===== src/design/lfg_pkg.sv =====
package lfg_pkg;

  localparam int MAX_WIDTH  = 64;
  localparam int WIDTH_W    = 7;
  localparam int LANE_CELLS = 8;
  localparam int NUM_LANES  = MAX_WIDTH / LANE_CELLS;

  localparam int QDEPTH = 4;
  localparam int QPTR_W = $clog2(QDEPTH);
  localparam int QCNT_W = $clog2(QDEPTH + 1);

  localparam int APB_ADDR_W = 3;
  localparam int APB_DATA_W = 32;
  localparam logic REG_WIDTH_IN_USE = 1'b0;

  typedef logic [MAX_WIDTH-1:0] lfg_row_t;

  typedef struct packed {
    lfg_row_t cells;
    logic     last;
  } lfg_beat_t;

  // second is only ever set together with first
  typedef struct packed {
    logic first;
    logic second;
  } lfg_push_t;

  typedef struct packed {
    logic [QCNT_W-1:0] level;
    logic              pop;
  } lfg_qstat_t;

  function automatic lfg_row_t cell_mask(input logic [WIDTH_W-1:0] w);
    lfg_row_t m;
    for (int i = 0; i < MAX_WIDTH; i++) begin
      m[i] = (32'(w) > i);
    end
    return m;
  endfunction

endpackage


===== src/design/lfg_lane.sv =====
module lfg_lane (
  input  logic [lfg_pkg::LANE_CELLS+1:0] up,
  input  logic [lfg_pkg::LANE_CELLS+1:0] mid,
  input  logic [lfg_pkg::LANE_CELLS+1:0] down,
  output logic [lfg_pkg::LANE_CELLS-1:0] next_cells
);

  // bit 0 and the top bit of each slice are the neighbours from the adjacent lanes
  always_comb begin
    logic [3:0] n;
    for (int j = 0; j < lfg_pkg::LANE_CELLS; j++) begin
      n = 4'(up[j]) + 4'(up[j+1]) + 4'(up[j+2])
        + 4'(mid[j]) + 4'(mid[j+2])
        + 4'(down[j]) + 4'(down[j+1]) + 4'(down[j+2]);
      next_cells[j] = (n == 4'd3) || ((n == 4'd2) && mid[j+1]);
    end
  end

endmodule


===== src/design/lfg_evolve.sv =====
module lfg_evolve (
  input  lfg_pkg::lfg_row_t up,
  input  lfg_pkg::lfg_row_t mid,
  input  lfg_pkg::lfg_row_t down,
  input  lfg_pkg::lfg_row_t mask,
  output lfg_pkg::lfg_row_t next_row
);

  // dead border on both sides, no wrap
  logic [lfg_pkg::MAX_WIDTH+1:0] up_pad, mid_pad, down_pad;
  lfg_pkg::lfg_row_t             merged;

  assign up_pad   = {1'b0, up,   1'b0};
  assign mid_pad  = {1'b0, mid,  1'b0};
  assign down_pad = {1'b0, down, 1'b0};

  for (genvar i = 0; i < lfg_pkg::NUM_LANES; i++) begin : g_lane
    lfg_lane u_lane (
      .up         (up_pad  [lfg_pkg::LANE_CELLS*i +: lfg_pkg::LANE_CELLS+2]),
      .mid        (mid_pad [lfg_pkg::LANE_CELLS*i +: lfg_pkg::LANE_CELLS+2]),
      .down       (down_pad[lfg_pkg::LANE_CELLS*i +: lfg_pkg::LANE_CELLS+2]),
      .next_cells (merged  [lfg_pkg::LANE_CELLS*i +: lfg_pkg::LANE_CELLS])
    );
  end

  assign next_row = merged & mask;

endmodule


===== src/design/lfg_out_queue.sv =====
module lfg_out_queue (
  input  logic                clk,
  input  logic                rst_n,
  input  lfg_pkg::lfg_push_t  push,
  input  lfg_pkg::lfg_beat_t  beat0,
  input  lfg_pkg::lfg_beat_t  beat1,
  input  logic                out_stall,
  output logic                out_valid,
  output lfg_pkg::lfg_beat_t  out_beat,
  output lfg_pkg::lfg_qstat_t stat
);

  lfg_pkg::lfg_beat_t              mem_r [lfg_pkg::QDEPTH];
  logic [lfg_pkg::QPTR_W-1:0]      wr_ptr_r, wr_ptr_nxt;
  logic [lfg_pkg::QPTR_W-1:0]      rd_ptr_r, rd_ptr_nxt;
  logic [lfg_pkg::QCNT_W-1:0]      count_r, count_nxt;
  logic [lfg_pkg::QPTR_W-1:0]      wr_ptr_p1;
  logic                            pop;

  assign out_valid = (count_r != '0);
  assign out_beat  = mem_r[rd_ptr_r];
  assign pop       = out_valid && !out_stall;
  assign wr_ptr_p1 = wr_ptr_r + lfg_pkg::QPTR_W'(1);

  always_comb begin
    wr_ptr_nxt = wr_ptr_r + lfg_pkg::QPTR_W'(push.first) + lfg_pkg::QPTR_W'(push.second);
    rd_ptr_nxt = rd_ptr_r + lfg_pkg::QPTR_W'(pop);
    count_nxt  = count_r + lfg_pkg::QCNT_W'(push.first) + lfg_pkg::QCNT_W'(push.second)
               - lfg_pkg::QCNT_W'(pop);
  end

  always_ff @(posedge clk) begin
    if (!rst_n) begin
      wr_ptr_r <= '0;
      rd_ptr_r <= '0;
      count_r  <= '0;
    end else begin
      wr_ptr_r <= wr_ptr_nxt;
      rd_ptr_r <= rd_ptr_nxt;
      count_r  <= count_nxt;
    end
  end

  always_ff @(posedge clk) begin
    if (push.first) begin
      mem_r[wr_ptr_r] <= beat0;
    end
    if (push.second) begin
      mem_r[wr_ptr_p1] <= beat1;
    end
  end

  assign stat.level = count_r;
  assign stat.pop   = pop;

endmodule


===== src/design/life_generation_step_unit.sv =====
// channel | direction | handshake         | payload
// in      | input     | in_valid/in_stall   | in_row_cells, in_last_row
// out     | output    | out_valid/out_stall | out_next_row_cells, out_last_out
// cfg     | APB slave | psel/penable/pready | paddr, pwdata, prdata
//
// One row accepted per cycle while in_stall is low; results leave a four-entry
// queue one per cycle unless out_stall; closing a multi-row grid pushes two.
// A result can leave the cycle after the row below it (or a last row) is taken.
// in_stall rises while fewer than two queue entries are free.
// Synchronous active-low reset clears the row state, queue and width (to 64).
module life_generation_step_unit (
  input  logic                               clk,
  input  logic                               rst_n,
  input  logic                               in_valid,
  output logic                               in_stall,
  input  logic [63:0]                        in_row_cells,
  input  logic                               in_last_row,
  output logic                               out_valid,
  input  logic                               out_stall,
  output logic [63:0]                        out_next_row_cells,
  output logic                               out_last_out,
  input  logic                               psel,
  input  logic                               penable,
  input  logic                               pwrite,
  input  logic [lfg_pkg::APB_ADDR_W-1:0]     paddr,
  input  logic [lfg_pkg::APB_DATA_W-1:0]     pwdata,
  output logic [lfg_pkg::APB_DATA_W-1:0]     prdata,
  output logic                               pready
);

  logic [lfg_pkg::WIDTH_W-1:0] width_r;
  lfg_pkg::lfg_row_t           row_above_r, row_held_r;
  logic                        have_row_r;
  lfg_pkg::lfg_row_t           row_above_nxt, row_held_nxt;
  logic                        have_row_nxt;

  lfg_pkg::lfg_row_t   mask, cur, held_or_zero, res_held, res_cur;
  lfg_pkg::lfg_push_t  push;
  lfg_pkg::lfg_beat_t  beat0, beat1, out_beat;
  lfg_pkg::lfg_qstat_t qstat;
  logic                accept, cfg_wr;

  // configuration
  assign pready = 1'b1;
  assign cfg_wr = psel && penable && pwrite && pready;
  assign prdata = (paddr[2] == lfg_pkg::REG_WIDTH_IN_USE) ?
                  lfg_pkg::APB_DATA_W'(width_r) : '0;

  always_ff @(posedge clk) begin
    if (!rst_n) begin
      width_r <= lfg_pkg::WIDTH_W'(lfg_pkg::MAX_WIDTH);
    end else if (cfg_wr && (paddr[2] == lfg_pkg::REG_WIDTH_IN_USE)) begin
      width_r <= pwdata[lfg_pkg::WIDTH_W-1:0];
    end
  end

  // widths above the row saturate inside cell_mask
  assign mask         = lfg_pkg::cell_mask(width_r);
  assign cur          = in_row_cells & mask;
  assign held_or_zero = have_row_r ? row_held_r : '0;
  assign accept       = in_valid && !in_stall;
  assign in_stall     = (qstat.level > lfg_pkg::QCNT_W'(lfg_pkg::QDEPTH - 2));

  lfg_evolve u_evolve_held (
    .up       (row_above_r),
    .mid      (row_held_r),
    .down     (cur),
    .mask     (mask),
    .next_row (res_held)
  );

  lfg_evolve u_evolve_cur (
    .up       (held_or_zero),
    .mid      (cur),
    .down     ('0),
    .mask     (mask),
    .next_row (res_cur)
  );

  always_comb begin
    push   = '0;
    beat0  = '{cells: res_held, last: 1'b0};
    beat1  = '{cells: res_cur,  last: 1'b1};
    row_above_nxt = row_above_r;
    row_held_nxt  = row_held_r;
    have_row_nxt  = have_row_r;
    if (accept) begin
      if (have_row_r) begin
        push.first  = 1'b1;
        push.second = in_last_row;
      end else if (in_last_row) begin
        // single-row grid: its own result goes first
        push.first = 1'b1;
        beat0      = beat1;
      end
      if (in_last_row) begin
        row_above_nxt = '0;
        row_held_nxt  = '0;
        have_row_nxt  = 1'b0;
      end else begin
        row_above_nxt = held_or_zero;
        row_held_nxt  = cur;
        have_row_nxt  = 1'b1;
      end
    end
  end

  always_ff @(posedge clk) begin
    if (!rst_n) begin
      row_above_r <= '0;
      row_held_r  <= '0;
      have_row_r  <= 1'b0;
    end else begin
      row_above_r <= row_above_nxt;
      row_held_r  <= row_held_nxt;
      have_row_r  <= have_row_nxt;
    end
  end

  lfg_out_queue u_queue (
    .clk       (clk),
    .rst_n     (rst_n),
    .push      (push),
    .beat0     (beat0),
    .beat1     (beat1),
    .out_stall (out_stall),
    .out_valid (out_valid),
    .out_beat  (out_beat),
    .stat      (qstat)
  );

  assign out_next_row_cells = out_beat.cells;
  assign out_last_out       = out_beat.last;

`ifndef SYNTHESIS
  a_last_clears: assert property (@(posedge clk) disable iff (!rst_n)
    accept && in_last_row |=> !have_row_r)
    else $error("row state not cleared after last row");

  a_no_row_dead_above: assert property (@(posedge clk) disable iff (!rst_n)
    !have_row_r |-> (row_above_r == '0) && (row_held_r == '0))
    else $error("stale row state with no row held");

  a_queue_bound: assert property (@(posedge clk) disable iff (!rst_n)
    qstat.level <= lfg_pkg::QCNT_W'(lfg_pkg::QDEPTH))
    else $error("output queue overrun");

  a_queue_level: assert property (@(posedge clk) disable iff (!rst_n)
    accept && have_row_r && in_last_row && !qstat.pop |=>
      qstat.level == $past(qstat.level) + lfg_pkg::QCNT_W'(2))
    else $error("closing row did not queue two beats");
`endif

endmodule

===== config.mk =====
export PLATFORM = sky130hd
export DESIGN_NAME = life_generation_step_unit
export DESIGN_NICKNAME = d
export VERILOG_FILES = /design/src/design/lfg_pkg.sv /design/src/design/lfg_lane.sv /design/src/design/lfg_evolve.sv /design/src/design/lfg_out_queue.sv /design/src/design/life_generation_step_unit.sv
export SDC_FILE = /design/constraint.sdc
export NUM_CORES = 2
export LEC_CHECK = 0
export BUFFER_PORTS_ARGS = -buffer_cell sky130_fd_sc_hd__buf_2
export CAP_MARGIN = 15
export CELL_PAD_IN_SITES_DETAIL_PLACEMENT = 1
export CELL_PAD_IN_SITES_GLOBAL_PLACEMENT = 1
export CORE_MARGIN = 4
export CORE_UTILIZATION = 45
export CTS_CLUSTER_DIAMETER = 150
export DETAILED_ROUTE_END_ITERATION = 8
export GPL_TIMING_DRIVEN = 0
export PLACE_DENSITY = 0.75
export SKIP_CTS_REPAIR_TIMING = 1
export SLEW_MARGIN = 30
export SYNTH_ARGS = -nofsm -noshare
export SYNTH_HDL_FRONTEND = slang
export SYNTH_SLANG_ARGS = --single-unit
export TNS_END_PERCENT = 10

===== constraint.sdc =====
create_clock -name clk -period 8.5 [get_ports clk]
set_input_delay 1.7 -clock clk [delete_from_list [all_inputs] [get_ports clk]]
set_output_delay 1.7 -clock clk [all_outputs]
set_load 0.05 [all_outputs]

* Word level (Yosys, flattened, before mapping)
Memory sizes are Yosys's and may differ from the RTL's. A register that Yosys moved wholly into a read port is not among the register bits.
Cells that the tools add are included.
** Operators by class
- Add/sub/neg operators :: 699
- Reductions and logical operators :: 264
- Equal/unequal tests :: 256
- Bitwise logic cells :: 4
- Order comparisons :: 65
- Mux-type cells :: 17
** Operator list (count)
- adder 4 x 1 -> 4 bit :: 343
- == test 4 x 2 -> 1 bit, second input constant :: 254
- adder 3 x 1 -> 4 bit :: 111
- adder 2 x 1 -> 3 bit :: 112
- adder 1 x 1 -> 2 bit :: 126
- greater-than comparator 7 x 6 -> 1 bit, second input constant :: 32
- 2-to-1 mux 65 bit :: 3
- AND 64 bit :: 3
- 2-to-1 mux 64 bit :: 3
- logical AND 1 bit :: 133
- logical OR 1 bit :: 128
- greater-than comparator 7 x 5 -> 1 bit, second input constant :: 16
- greater-than comparator 7 x 4 -> 1 bit, second input constant :: 8
- greater-than comparator 7 x 3 -> 1 bit, second input constant :: 4
- greater-than comparator 7 x 1 -> 1 bit, second input constant :: 2
- greater-than comparator 7 x 2 -> 1 bit, second input constant :: 2
- 2-to-1 mux 1 bit :: 8
- 2-to-1 mux 7 bit :: 1
- adder 2 x 1 -> 2 bit :: 3
- adder 3 x 1 -> 3 bit :: 2
- == test 3 x 2 -> 1 bit, second input constant :: 2
- 2-to-1 mux 2 bit :: 2
- greater-than comparator 3 x 2 -> 1 bit, second input constant :: 1
- nonzero test 3 bit :: 1
- 4 further kinds :: 5
** Word-level totals
- Logic and storage cells :: 1313
- Output and inout bits :: 100
- Flip-flop bits (word level) :: 143
- RAM bits :: 260
- Memories kept :: 1
** Memory list
- u_queue.mem_r :: depth 4, width 65, rd ports 1, clocked after memory_dff 1, write ports 2, line lfg_out_queue.sv:13 : lfg_pkg::lfg_beat_t mem_r [lfg_pkg::QDEPTH];

* Longest topological paths before layout
- Depth after elaboration :: 14
- Mapped depth :: 17
- Mapped depth without buffers :: 15

* Cells and area by module
From an unflattened synthesis, not the netlist that was laid out.
** Unflattened totals
- Cells, all modules :: 4099
- Area, all modules :: 42670.9 sq um
** Modules (own cells, without submodules)
- lfg_lane :: cells each 153, instances 16, area an instance 1365.1 sq um
- lfg_out_queue :: cells each 667, instances 1, area an instance 12878.6 sq um
- life_generation_step_unit :: cells each 854, instances 1, area an instance 7143.1 sq um
- lfg_evolve :: cells each 65, instances 2, area an instance 404.1 sq um

* Worst setup path after synthesis
OpenSTA, ideal clock, no wires.
- Kind :: input-to-reg
- From :: input in_row_cells[18]
- To :: memory u_queue.mem_r[1][19] in the netlist's numbering (data pin)
- Data arrival time :: 4.561 ns
- Path slack :: 3.763 ns
- Cell stages on the path :: 11
- Buffers on the path :: 0
- Setup time :: 0.176 ns
- Path through :: nor2b_1 inv_1 fa_1 fa_1 inv_1 ha_1 fa_1 or2_2 a211oi_1 nor2_1 o32ai_1
** RTL lines
- start: declaration :: line life_generation_step_unit.sv:16 : input logic [63:0] in_row_cells,
- end: declaration :: line lfg_out_queue.sv:13

==> run summary <==
Fin. Hold Viols = 0
Setup Skew = 0.0245 ns
Max Cap Viol = 0
largest net degree at the start of global routing = 32
met1 Track Usage GR = 41.9%
Synth Instances = 3198
R2R Path Start = width_r[5]$_SDFFE_PN0P_
commonest cells after routing, fill and taps aside = inv_1 (526), fa_1 (374), ha_1 (270)
drt total wl = 133000 µm
grt peak-use layer = met2
pwr dens = 219 nW/µm²
endpoint class of the critical path = register
startpoint type of the worst setup path = register
vias in the first global route = 29700
CP required = 8.91 ns
Area Overhead vs Synth = 11.9%
cts bufs inserted = 49
Max Freq = 0.179 GHz
I/O Pins = 207
worst min path class = reg2reg
CTS tree = yes
Reg clk slew, reported paths = 0.07 ns
arrival time worst endpoint = 6.01 ns
slew margin rel. = 20.5%
H-tree lvl count = 2
CTS root buf = clkbuf_16
Die H = 284 µm
Syn. warnings = 0
Fin Setup TNS = 0 ns
Final min period = 5.60 ns
status = completed
syn_area_per_cell = 10.8 µm²
WL/cell = 29.7 µm
critical path class = reg2reg
die width = 284 µm
library cells used by synthesis = 83
R2R depth = 15
asr flop ratio synth = 0%
Primary FF master, synth = edfxtp_1
EDFF count, synth = 256
Vias/cell = 6.30
VDD IR-drop max = 134 µV
Worst Hold Launch = u_queue.mem_r[3][0]$_SDFFE_PP1P_
LEAKAGE = 16.7 nW
#FFs+latches synth = 403
routing usage on met3 = 6.81%
Slew Viols, Final = 0
crit-path max FO = 10
most common cell after layout, fill and taps aside = inv_1
DP HPWL = 100000 µm
Hold Path Sink = u_queue.mem_r[3][0]$_SDFFE_PP1P_
Final nets = 4185
reg2reg end = u_queue.mem_r[2][19]$_DFFE_PP_
CORE AREA = 75800 µm²
DRT Pass-1 Iters = 8
first-pass GRT wire length = 194000 µm
CTS max path bufs = 3
Port Buffers = 152
drt drc = 0
# setup viols final = 0
share of cells above drive strength 1 = 13.7%
total die area = 80900 µm²
Seq/Total Area, Yosys = 30.9%
final period utilization = 65.9%
met2 Track Usage GR = 52.3%
row count = 101
Skew-Pair Late Insertion Delay = 0.62 ns
clk sinks = 403
worst hold margin = 0.458 ns
Hold Path Cell Cnt = 2
RSZ-0062 raised after global routing = no
Initial DRC Count = 2774
initial antenna violation count = 5
Cell Area, Synth = 34400 µm²
worst-margin pin slew = 1.19 ns
GRT Util Overall = 32.5%
Post-DRT Antenna Nets = 0
initial core utilization = 45.3%
vias = 28000
grt ovf = 0
GP Congestion = 0.986
Register-to-Register Setup Slack = 2.90 ns
-- layout make-up --
cell class | count | area (µm²)
antenna | 1 | 2.50
buffer | 172 | 896
clock buffer | 61 | 1350
clock inverter | 31 | 388
fill | 8330 | 37300
inverter | 527 | 1980
multi-input combinational | 2120 | 21100
sequential | 403 | 10600
tap | 978 | 1220
timing repair buffer | 161 | 948
-- cell families after synthesis --
group,after synthesis,synth area share [%]
buffers and inverters,699,8.26
AOI/OAI and AO/OA,697,14.1
and+or+nand+nor,670,10.4
adders and majority gates,644,31.6
DFF,403,30.9
muxes,72,4.46
xor gates and xnor gates,11,0.280
other,2,0.0218
-- cell usage after synthesis (7+ instances only) --
cell,instances,area [µm²]
inv_1,526,1970
fa_1,374,7490
ha_1,270,3380
edfxtp_1,256,7690
o22ai_1,182,1140
nand2_1,150,563
dfxtp_1,147,2940
nor2_1,116,435
nor2b_1,111,694
a21oi_1,90,450
o21ai_0,82,410
clkbuf_1,72,270
mux4_2,65,1460
nand3_1,64,320
a22o_1,62,543
a22oi_1,60,450
o2111ai_1,60,526
buf_2,48,240
and2_1,45,282
or3_1,40,250
a21boi_0,36,270
buf_4,35,263
nand2b_1,26,163
nor3_1,24,120
o21a_1,19,143
or2_2,19,119
buf_1,13,48.8
a21o_1,12,90.1
a32oi_1,12,105
a2bb2oi_1,11,96.3
and3_1,11,68.8
o211ai_1,11,82.6
a211o_1,9,78.8
nor4_1,8,50.1
a31oi_1,7,43.8
mux2i_1,7,70.1
nor3b_1,7,52.6
nor4b_1,7,61.3
xnor2_1,7,61.3
-- per-stage QoR --
step,cell area (µm²),setup slack (ns),power [mW],instances,util [%]
after floorplan,34500,3.76,4.75,3222,-
after global placement,36500,1.51,5.88,4352,48.1
after global routing,38500,2.79,8.73,4453,50.7
after detailed placement,36700,2.88,6.04,4361,48.4
final,38500,2.90,8.41,4454,50.7
after CTS,38500,3.02,8.35,4453,50.7
-- how the worst max path moves through the flow --
stage,start,to,slack (ns),cells after the start
2_1_floorplan,in_row_cells[18],u_queue.mem_r[1][19]$_DFFE_PP_,3.76,11
4_1_cts,width_r[5]$_SDFFE_PN0P_,u_queue.mem_r[2][19]$_DFFE_PP_,3.02,15
3_3_place_gp,in_valid,u_queue.mem_r[3][4]$_DFFE_PP_,1.51,6
6_report,width_r[5]$_SDFFE_PN0P_,u_queue.mem_r[2][19]$_DFFE_PP_,2.90,15
5_1_grt,width_r[2]$_SDFFE_PN0P_,u_queue.mem_r[0][62]$_DFFE_PP_,2.79,16
3_5_place_dp,in_row_cells[18],u_queue.mem_r[2][19]$_DFFE_PP_,2.88,12
-- report_power, final --
group	switching [mW]	internal (mW)	total, mW
registers	0.110	2.29	2.40
clock network	0.952	1.38	2.33
logic	2.61	1.07	3.68
-- critical path, stage by stage (launching register included) --
cell and delay [ns]:
dfxtp_1 0.29, buf_2 0.18, or2_2 0.30, buf_4 0.18, a21oi_1 0.86, nor2b_1 0.24, inv_1 0.31, fa_1 0.47
fa_1 0.50, inv_1 0.04, ha_1 0.20, fa_1 0.38, or2_2 0.30, a211oi_1 0.56, nor2_1 0.18, o32ai_1 0.38
-- state kept, by name (all words and copies together) (netlist names) --
register,flops
row_held_r,64
u_queue.wr_ptr_r,2
have_row_r,1
width_r,7
u_queue.mem_r,260
u_queue.count_r,3
row_above_r,64
u_queue.rd_ptr_r,2
-- layer usage --
layer	up-vias	wire length (µm)
met4	0	8080
met1	14500	50300
met2	1472	61000
li1	11700	-
met5	-	0
met3	377	13100
Note: power is estimated with default switching activity, not from simulation.
